===== src/hw/rtl/gsa_pkg.sv =====
// Shared constants, codes and item types of the generational slot allocator.
package gsa_pkg;

    localparam int SLOTS = 64;
    localparam int IDX_W = $clog2(SLOTS);
    localparam int CNT_W = $clog2(SLOTS + 1);

    localparam int OP_W   = 2;
    localparam int SLOT_W = 6;
    localparam int GEN_W  = 16;
    localparam int STAT_W = 2;
    localparam int LIVE_W = 7;
    localparam int LOW_W  = 6;
    localparam int HW_W   = 7;

    localparam logic [CNT_W-1:0] SLOTS_CNT = CNT_W'(SLOTS);
    localparam logic [IDX_W-1:0] LAST_IDX  = IDX_W'(SLOTS - 1);

    localparam logic [OP_W-1:0] OP_ALLOC   = 2'd0;
    localparam logic [OP_W-1:0] OP_RELEASE = 2'd1;
    localparam logic [OP_W-1:0] OP_CHECK   = 2'd2;

    localparam logic [STAT_W-1:0] ST_OK   = 2'd0;
    localparam logic [STAT_W-1:0] ST_FULL = 2'd1;
    localparam logic [STAT_W-1:0] ST_BAD  = 2'd2;

    typedef struct packed {
        logic [OP_W-1:0]   operation;
        logic [SLOT_W-1:0] slot_index;
        logic [GEN_W-1:0]  handle_generation;
    } gsa_in_t;

    typedef struct packed {
        logic [STAT_W-1:0] status;
        logic [SLOT_W-1:0] granted_slot;
        logic [GEN_W-1:0]  granted_generation;
        logic [LIVE_W-1:0] live_count;
        logic [LOW_W-1:0]  lowest_live;
        logic [HW_W-1:0]   high_water;
    } gsa_out_t;

    typedef struct packed {
        logic             alive;
        logic [GEN_W-1:0] generation;
    } slot_entry_t;

    typedef struct packed {
        logic              wr_en;
        logic [IDX_W-1:0]  wr_addr;
        slot_entry_t       wr_data;
        logic [IDX_W-1:0]  rd_addr;
    } ram_req_t;

endpackage


===== src/hw/rtl/generational_slot_allocator.sv =====
// Top level of the generational slot allocator: sequencer, slot table and output register.
// Each input item on s_* allocates a slot, releases a handle or checks a handle;
// each item yields exactly one result item on m_*, in order. Both channels use
// valid/ready and move an item when both are high.
// The slot table holds an alive bit and a 16-bit generation per slot in one RAM
// with a single read and a single write port.
// Steps per item: a full pool or an unused operation goes straight to its result;
// a check or a rejected release reads its slot first; an allocate reads and writes
// its slot and then scans forward for the next free slot; an accepted release writes
// its slot, then runs the lowest-live scan if it freed the lowest live slot and the
// high-water scan if it freed the top one. A scan probes one slot per cycle.
// One item is processed at a time; the next item is accepted in the cycle after
// the result enters the output register, even while that result waits.
// After reset the block clears all SLOTS (64) entries of the slot table with
// s_ready low. If m_ready is held low, one finished result waits in the output
// register and a second finished result waits in the sequencer, which then
// stops accepting items.
module generational_slot_allocator
    import gsa_pkg::*;
(
    input  logic     aclk,
    input  logic     aresetn,
    input  logic     s_valid,
    output logic     s_ready,
    input  gsa_in_t  s_data,
    output logic     m_valid,
    input  logic     m_ready,
    output gsa_out_t m_data
);

    ram_req_t    ram_req;
    slot_entry_t rd_data;
    logic        res_valid;
    logic        res_free;
    gsa_out_t    res_data;
    logic        m_valid_reg, m_valid_next;
    gsa_out_t    m_data_reg, m_data_next;

    gsa_seq u_seq (
        .aclk      (aclk),
        .aresetn   (aresetn),
        .s_valid   (s_valid),
        .s_ready   (s_ready),
        .s_data    (s_data),
        .res_free  (res_free),
        .res_valid (res_valid),
        .res_data  (res_data),
        .ram_req   (ram_req),
        .rd_data   (rd_data)
    );

    gsa_ram #(
        .WIDTH ($bits(slot_entry_t)),
        .DEPTH (SLOTS)
    ) u_table (
        .aclk    (aclk),
        .wr_en   (ram_req.wr_en),
        .wr_addr (ram_req.wr_addr),
        .wr_data (ram_req.wr_data),
        .rd_addr (ram_req.rd_addr),
        .rd_data (rd_data)
    );

    assign res_free = !m_valid_reg || m_ready;

    always_comb begin
        m_valid_next = m_valid_reg;
        m_data_next  = m_data_reg;
        if (res_valid && res_free) begin
            m_valid_next = 1'b1;
            m_data_next  = res_data;
        end else if (m_ready) begin
            m_valid_next = 1'b0;
        end
    end

    always_ff @(posedge aclk) begin
        if (!aresetn) begin
            m_valid_reg <= 1'b0;
        end else begin
            m_valid_reg <= m_valid_next;
        end
    end

    always_ff @(posedge aclk) begin
        m_data_reg <= m_data_next;
    end

    assign m_valid = m_valid_reg;
    assign m_data  = m_data_reg;

endmodule


===== src/hw/rtl/gsa_ram.sv =====
// Generic single-clock RAM with one write port and one registered read port.
module gsa_ram #(
    parameter int WIDTH = 8,
    parameter int DEPTH = 64
) (
    input  logic                     aclk,
    input  logic                     wr_en,
    input  logic [$clog2(DEPTH)-1:0] wr_addr,
    input  logic [WIDTH-1:0]         wr_data,
    input  logic [$clog2(DEPTH)-1:0] rd_addr,
    output logic [WIDTH-1:0]         rd_data
);

    logic [WIDTH-1:0] mem [DEPTH];

    always_ff @(posedge aclk) begin
        if (wr_en) begin
            mem[wr_addr] <= wr_data;
        end
        rd_data <= mem[rd_addr];
    end

endmodule


===== src/hw/rtl/gsa_seq.sv =====
// Sequencer that reads, updates and scans the slot table for each item.
module gsa_seq
    import gsa_pkg::*;
(
    input  logic        aclk,
    input  logic        aresetn,
    input  logic        s_valid,
    output logic        s_ready,
    input  gsa_in_t     s_data,
    input  logic        res_free,
    output logic        res_valid,
    output gsa_out_t    res_data,
    output ram_req_t    ram_req,
    input  slot_entry_t rd_data
);

    localparam logic [2:0] S_CLR  = 3'd0;
    localparam logic [2:0] S_IDLE = 3'd1;
    localparam logic [2:0] S_CHK  = 3'd2;
    localparam logic [2:0] S_FF   = 3'd3;
    localparam logic [2:0] S_LL   = 3'd4;
    localparam logic [2:0] S_HWS  = 3'd5;
    localparam logic [2:0] S_HW   = 3'd6;
    localparam logic [2:0] S_DONE = 3'd7;

    logic [2:0]        state_reg, state_next;
    logic [CNT_W-1:0]  probe_reg, probe_next;
    logic [CNT_W-1:0]  first_free_reg, first_free_next;
    logic [IDX_W-1:0]  lowest_reg, lowest_next;
    logic [CNT_W-1:0]  hw_reg, hw_next;
    logic [CNT_W-1:0]  alive_total_reg, alive_total_next;

    logic [OP_W-1:0]   op_reg, op_next;
    logic [IDX_W-1:0]  idx_reg, idx_next;
    logic [GEN_W-1:0]  gen_reg, gen_next;
    logic              idx_ok_reg, idx_ok_next;
    logic [STAT_W-1:0] status_reg, status_next;
    logic [IDX_W-1:0]  gslot_reg, gslot_next;
    logic [GEN_W-1:0]  ggen_reg, ggen_next;

    always_comb begin
        logic [CNT_W-1:0] idx_ext;
        logic [CNT_W-1:0] idx_inc;
        logic [CNT_W-1:0] probe_inc;
        logic [GEN_W-1:0] gen_inc;
        logic             handle_ok;

        idx_ext   = CNT_W'(idx_reg);
        idx_inc   = idx_ext + CNT_W'(1);
        probe_inc = probe_reg + CNT_W'(1);
        gen_inc   = rd_data.generation + GEN_W'(1);
        handle_ok = idx_ok_reg && rd_data.alive && (rd_data.generation == gen_reg);

        state_next       = state_reg;
        probe_next       = probe_reg;
        first_free_next  = first_free_reg;
        lowest_next      = lowest_reg;
        hw_next          = hw_reg;
        alive_total_next = alive_total_reg;
        op_next          = op_reg;
        idx_next         = idx_reg;
        gen_next         = gen_reg;
        idx_ok_next      = idx_ok_reg;
        status_next      = status_reg;
        gslot_next       = gslot_reg;
        ggen_next        = ggen_reg;
        ram_req          = '0;
        s_ready          = 1'b0;
        res_valid        = 1'b0;

        unique case (state_reg)
            S_CLR: begin
                ram_req.wr_en   = 1'b1;
                ram_req.wr_addr = probe_reg[IDX_W-1:0];
                if (probe_reg[IDX_W-1:0] == LAST_IDX) begin
                    probe_next = '0;
                    state_next = S_IDLE;
                end else begin
                    probe_next = probe_inc;
                end
            end
            S_IDLE: begin
                s_ready = 1'b1;
                if (s_valid) begin
                    op_next     = s_data.operation;
                    gen_next    = s_data.handle_generation;
                    idx_ok_next = (32'(s_data.slot_index) < SLOTS);
                    gslot_next  = '0;
                    ggen_next   = '0;
                    unique case (s_data.operation)
                        OP_ALLOC: begin
                            if (first_free_reg == SLOTS_CNT) begin
                                status_next = ST_FULL;
                                state_next  = S_DONE;
                            end else begin
                                idx_next        = first_free_reg[IDX_W-1:0];
                                ram_req.rd_addr = first_free_reg[IDX_W-1:0];
                                state_next      = S_CHK;
                            end
                        end
                        OP_RELEASE, OP_CHECK: begin
                            idx_next        = IDX_W'(s_data.slot_index);
                            ram_req.rd_addr = IDX_W'(s_data.slot_index);
                            state_next      = S_CHK;
                        end
                        default: begin
                            status_next = ST_BAD;
                            state_next  = S_DONE;
                        end
                    endcase
                end
            end
            S_CHK: begin
                unique case (op_reg)
                    OP_ALLOC: begin
                        ram_req.wr_en              = 1'b1;
                        ram_req.wr_addr            = idx_reg;
                        ram_req.wr_data.alive      = 1'b1;
                        ram_req.wr_data.generation = gen_inc;
                        status_next      = ST_OK;
                        gslot_next       = idx_reg;
                        ggen_next        = gen_inc;
                        alive_total_next = alive_total_reg + CNT_W'(1);
                        if (idx_reg < lowest_reg) begin
                            lowest_next = idx_reg;
                        end
                        if (idx_inc == SLOTS_CNT) begin
                            first_free_next = SLOTS_CNT;
                            if (SLOTS_CNT > hw_reg) begin
                                hw_next = SLOTS_CNT;
                            end
                            state_next = S_DONE;
                        end else begin
                            ram_req.rd_addr = idx_inc[IDX_W-1:0];
                            probe_next      = idx_inc;
                            state_next      = S_FF;
                        end
                    end
                    OP_RELEASE: begin
                        if (!handle_ok) begin
                            status_next = ST_BAD;
                            state_next  = S_DONE;
                        end else begin
                            ram_req.wr_en              = 1'b1;
                            ram_req.wr_addr            = idx_reg;
                            ram_req.wr_data.alive      = 1'b0;
                            ram_req.wr_data.generation = rd_data.generation;
                            status_next = ST_OK;
                            if (idx_ext < first_free_reg) begin
                                first_free_next = idx_ext;
                            end
                            if (alive_total_reg != '0) begin
                                alive_total_next = alive_total_reg - CNT_W'(1);
                            end
                            if (idx_reg == lowest_reg) begin
                                if (idx_inc == SLOTS_CNT) begin
                                    lowest_next = '0;
                                    state_next  = S_HWS;
                                end else begin
                                    ram_req.rd_addr = idx_inc[IDX_W-1:0];
                                    probe_next      = idx_inc;
                                    state_next      = S_LL;
                                end
                            end else begin
                                state_next = S_HWS;
                            end
                        end
                    end
                    default: begin
                        status_next = handle_ok ? ST_OK : ST_BAD;
                        state_next  = S_DONE;
                    end
                endcase
            end
            S_FF: begin
                if (!rd_data.alive) begin
                    first_free_next = probe_reg;
                    if (probe_reg > hw_reg) begin
                        hw_next = probe_reg;
                    end
                    state_next = S_DONE;
                end else if (probe_inc == SLOTS_CNT) begin
                    first_free_next = SLOTS_CNT;
                    if (SLOTS_CNT > hw_reg) begin
                        hw_next = SLOTS_CNT;
                    end
                    state_next = S_DONE;
                end else begin
                    ram_req.rd_addr = probe_inc[IDX_W-1:0];
                    probe_next      = probe_inc;
                end
            end
            S_LL: begin
                if (rd_data.alive) begin
                    lowest_next = probe_reg[IDX_W-1:0];
                    state_next  = S_HWS;
                end else if (probe_inc == SLOTS_CNT) begin
                    lowest_next = '0;
                    state_next  = S_HWS;
                end else begin
                    ram_req.rd_addr = probe_inc[IDX_W-1:0];
                    probe_next      = probe_inc;
                end
            end
            S_HWS: begin
                if ((hw_reg != '0) && (idx_ext == hw_reg - CNT_W'(1))) begin
                    hw_next = idx_ext;
                    if (idx_ext == '0) begin
                        state_next = S_DONE;
                    end else begin
                        ram_req.rd_addr = idx_reg - IDX_W'(1);
                        probe_next      = idx_ext - CNT_W'(1);
                        state_next      = S_HW;
                    end
                end else begin
                    state_next = S_DONE;
                end
            end
            S_HW: begin
                if (rd_data.alive) begin
                    hw_next    = probe_inc;
                    state_next = S_DONE;
                end else if (probe_reg == '0) begin
                    hw_next    = '0;
                    state_next = S_DONE;
                end else begin
                    hw_next         = probe_reg;
                    ram_req.rd_addr = probe_reg[IDX_W-1:0] - IDX_W'(1);
                    probe_next      = probe_reg - CNT_W'(1);
                end
            end
            S_DONE: begin
                res_valid = 1'b1;
                if (res_free) begin
                    state_next = S_IDLE;
                end
            end
            default: begin
                state_next = S_IDLE;
            end
        endcase
    end

    always_comb begin
        res_data.status             = status_reg;
        res_data.granted_slot       = SLOT_W'(gslot_reg);
        res_data.granted_generation = ggen_reg;
        res_data.live_count         = LIVE_W'(alive_total_reg);
        res_data.lowest_live        = LOW_W'(lowest_reg);
        res_data.high_water         = HW_W'(hw_reg);
    end

    always_ff @(posedge aclk) begin
        if (!aresetn) begin
            state_reg       <= S_CLR;
            probe_reg       <= '0;
            first_free_reg  <= '0;
            lowest_reg      <= '0;
            hw_reg          <= '0;
            alive_total_reg <= '0;
        end else begin
            state_reg       <= state_next;
            probe_reg       <= probe_next;
            first_free_reg  <= first_free_next;
            lowest_reg      <= lowest_next;
            hw_reg          <= hw_next;
            alive_total_reg <= alive_total_next;
        end
    end

    always_ff @(posedge aclk) begin
        op_reg     <= op_next;
        idx_reg    <= idx_next;
        gen_reg    <= gen_next;
        idx_ok_reg <= idx_ok_next;
        status_reg <= status_next;
        gslot_reg  <= gslot_next;
        ggen_reg   <= ggen_next;
    end

`ifndef SYNTH
    a_one_item: assert property (@(posedge aclk) disable iff (!aresetn)
        s_valid && s_ready |=> !s_ready)
        else $error("Sequencer took a second item while one was in flight.");

    a_write_states: assert property (@(posedge aclk) disable iff (!aresetn)
        ram_req.wr_en |-> (state_reg == S_CLR || state_reg == S_CHK))
        else $error("Slot table written outside the clear pass or update step.");

    a_counts_bound: assert property (@(posedge aclk) disable iff (!aresetn)
        alive_total_reg <= SLOTS_CNT && first_free_reg <= SLOTS_CNT && hw_reg <= SLOTS_CNT)
        else $error("Pool counters exceed the slot count.");

    a_result_held: assert property (@(posedge aclk) disable iff (!aresetn)
        state_reg == S_DONE && !res_free |=> state_reg == S_DONE && $stable(res_data))
        else $error("Finished result changed while waiting for the output register.");
`endif

endmodule

===== config.mk =====
export PLATFORM = sky130hd
export DESIGN_NAME = generational_slot_allocator
export DESIGN_NICKNAME = d
export VERILOG_FILES = /design/src/hw/rtl/gsa_pkg.sv /design/src/hw/rtl/generational_slot_allocator.sv /design/src/hw/rtl/gsa_ram.sv /design/src/hw/rtl/gsa_seq.sv
export SDC_FILE = /design/constraint.sdc
export NUM_CORES = 2
export LEC_CHECK = 0
export ABC_AREA = 1
export BUFFER_PORTS_ARGS = -buffer_cell sky130_fd_sc_hd__buf_2
export CAP_MARGIN = 30
export CELL_PAD_IN_SITES_DETAIL_PLACEMENT = 1
export CELL_PAD_IN_SITES_GLOBAL_PLACEMENT = 1
export CORE_MARGIN = 3
export CORE_UTILIZATION = 30
export DETAILED_ROUTE_END_ITERATION = 8
export GPL_TIMING_DRIVEN = 0
export PLACE_DENSITY_LB_ADDON = 0.12
export SYNTH_ARGS = -nofsm -noshare
export SYNTH_HDL_FRONTEND = slang
export SYNTH_SLANG_ARGS = --single-unit

===== constraint.sdc =====
create_clock -name aclk -period 6.3 [get_ports aclk]
set_clock_uncertainty 0.1 [all_clocks]
set_input_delay 0.315 -clock aclk [delete_from_list [all_inputs] [get_ports aclk]]
set_output_delay 0.315 -clock aclk [all_outputs]
set_load 0.01 [all_outputs]

==> reports/qor.yml <==
outcome:
  status: "completed"
synth:
  synth_cell_types: 52
  syn_inst: 5657
  synthTopCellsByArea: "edfxtp_1 62%, nand3_1 8.7%, inv_1 7.3%"
  yosysSeqAreaShare_pct: 63.89
  syn_nets: 5720
  syn_avg_cell_area_sq_um: 10.11
  yosysTopAreaCell: "edfxtp_1"
  yosys_warnings: 0
  synthesis.area_sq_um: 57180
  yosysTopAreaCellShare_pct: 61.97
  yosys-top-cells-count: "1180 x edfxtp_1, 1108 x inv_1, 994 x nand3_1, 846 x nand2_1, 460 x nand4_1"
  synth-seq-cells: 1235
  async_flop_share_pct: 0
  synth_edf_count: 1180
  ys.flop_type: "edfxtp_1"
  yosysMostFrequentCell: "edfxtp_1"
setup_path:
  cp_data_required_time_ps: 6810
  path_cells: "inv_1, buf_2, ha_1, nand4_1, nand2_1, inv_1, nand4_1, nand2_1, nor2_1, buf_4, buf_2, buf_2, nand4_1, nand3_1, nand3_1, nand3_1, nand3_1, nand3_1, nand2_1"
  crit_slowest_cell: "edfxtp_1"
  critical_path.top_delay_family: "simple AND/OR/NAND/NOR gates"
  r2r_cells: 19
  cp-end-kind: "register"
  reg2reg_from: "u_seq.idx_reg[0]$_DFFE_PP_"
  crit_top_cell: "nand3_1"
  cpPeakStageDelay_ps: 660
  startpoint_type: "register"
  crit_cells: 19
  path_class: "register to register"
  crit_fanout: 12
  critPathLaunch: "u_seq.idx_reg[0]$_DFFE_PP_"
  cp_num_buf_inv: 6
  crit_arrival_ps: 6100
floorplanning:
  die_y_microns: 442.6
  die_area_sq_um: 195900
  start_util_pct: 30.32
  core-area_sq_um: 188600
  fp-row-count: 159
  die_w_microns: 442.6
  pin_count: 74
sta:
  worst_slew_pin_slew_ps: 1035
  fin_worst_hold_slack_ps: 158.3
  layout_min_cycle_time_ps: 5590
  tns_ps: 0
  setup_viol: 0
  max_freq_mhz: 178.9
  slew_headroom_pct: 30.93
  hold_viol_final: 0
  maxSlewViolCount: 0
  rsz0062_at_grt: "false"
  period_share_pct: 88.73
layout:
  fillers: 21030
  fin_cells: 8637
  area_growth_pct: 18.22
  largest_register_ffs: 1088
  drive_gt1_share_pct: 12.86
  multi_input_area_sq_um: 14890
  layout.nets: 6074
  seqCellArea_sq_um: 36540
min_path:
  min_path_cells: 2
  min_from: "s_data[9]"
  hold_class: "input port to register"
clocking:
  cts_tree: "done"
  path_clk_slew_ps: 50
  cts.sinks: 1235
  cts_resized: 0
  clock_latency_ps: 790
  cts_max_level: 4
  numCtsBuffers: 149
  cts.path.max_buffers: 3
  root_buffer: "clkbuf_16"
power_and_ir_drop:
  p_int_w: 0.01489
  peakVddDrop_mv: 0.2770
  clkPwrFrac_pct: 39.2
  powerDensity_nw_per_um2: 308.1
  swShare_pct: 28.51
  p_total_w: 0.02083
  p_sw_w: 0.005938
  p_leak_nw: 28.26
  p_seq_share_pct: 46.3
  comb_power_share_pct: 14.5
route:
  drc: 0
  ant_nets: 0
  wl_met3_mm: 10.82
  wl_met1_mm: 102.5
  wl_met2_mm: 100.2
  wl_mm: 220.5
  firstDrtPassIters: 6
  via_per_inst: 4.978
  vias: 43000
  first_iter_violations: 3509
  routed.top_layer: "met4"
  wl_per_cell_microns: 25.53
global_route:
  track_usage_pct: 22.06
  grt_max_degree: 29
  grt_pass1_wl_mm: 313.9
  grt_antenna_before_repair: 13
  grt-ovfl-total: 0
  first_global_vias: 43420
placement:
  io_buffers: 73
  routabilityCongestion: 0.8830
  place_inst: 8323
  dpl.hpwl_mm: 163.7
flow_run:
  cap_violations: 0
[power groups by stage]
stage	combinational (W)	clock, W	sequential, W
global placement	0.00278	0	0.00982
finish	0.00301	0.00817	0.00965
detailed placement	0.00298	0	0.00982
CTS	0.00300	0.00837	0.00965
global route	0.00326	0.00869	0.00969
floorplan	0.00163	0	0.00973
[worst paths after layout]
path / endpoint / slack (ps)
worst max-delay path: u_table.rd_data[15]$_DFF_P_ / 710
worst min-delay path: u_seq.gen_reg[9]$_DFFE_PP_ / 160
worst max register to register: u_table.rd_data[15]$_DFF_P_ / 710
worst min register to register: m_data[35]$_DFFE_PP_ / 310
[repair_timing]
item | 4_1_cts | 5_1_grt
endpoints found under the hold margin | 48 | 0
hold buffers | 28 | 0
buffers inserted | 0 | 0
[cell families (layout without fill, tap and decap cells)]
family	count (synthesis)	count (layout)	synth area share, %
flip-flops	1235	1235	63.89
XOR/XNOR	33	33	0.5054
buffers and inverters	1492	1963	10.59
adder cells (fa/ha/maj)	35	35	0.7789
AO/OA/AOI/OAI	312	312	3.006
other	0	14	0
AND/OR/NAND/NOR	2550	2550	21.23
[through the flow]
stage | utilization (%) | setup WS (ps) | area [sq um]
floorplan | - | 2360 | 57180
global route | 35.83 | 694.2 | 67570
CTS | 35.80 | 791.2 | 67510
detailed placement | 33.26 | 816.5 | 62730
finish | 35.85 | 710.2 | 67600
global placement | 32.17 | -3674 | 60670
[metal layers]
| layer | global-route usage, % | vias up |
|---|---|---|
| li1 | - | 20010 |
| met1 | 30.98 | 21660 |
| met2 | 34.99 | 1025 |
| met3 | 3.164 | 301 |
| met4 | 7.314 | 0 |
| met5 | 0 | - |
[placed cells by master, fill, tap and decap left out, types with 67 or more instances in the layout]
cell type	Yosys	routed
edfxtp_1	1180	1180
inv_1	1108	1108
nand3_1	994	991
nand2_1	846	846
nand4_1	460	460
buf_2	270	343
clkbuf_16	0	154
nor2_1	201	128
clkbuf_1	54	97
o21ai_1	87	87
o21ai_0	83	83
a21oi_1	81	80
nor2_2	11	67
[cell type report]
cell class / instances / area share (%)
flip-flops and latches: 1235 / 54.04
multi-input cells: 2930 / 22.02
inverters: 1135 / 6.306
clock buffers: 198 / 5.959
well taps: 2495 / 4.618
repair buffers: 203 / 3.652
plain buffers: 357 / 2.654
clock inverters: 70 / 0.6996
diodes: 14 / 0.05182
[worst register-to-register path, stage by stage, from the launching register on]
cell and delay [ps]:
edfxtp_1 660, inv_1 160, buf_2 360, ha_1 220, nand4_1 190, nand2_1 120
inv_1 50, nand4_1 80, nand2_1 60, nor2_1 600, buf_4 390, buf_2 470
buf_2 350, nand4_1 490, nand3_1 260, nand3_1 130, nand3_1 150, nand3_1 240
nand3_1 190, nand2_1 160
Note: power is estimated with default switching activity, not from simulation.
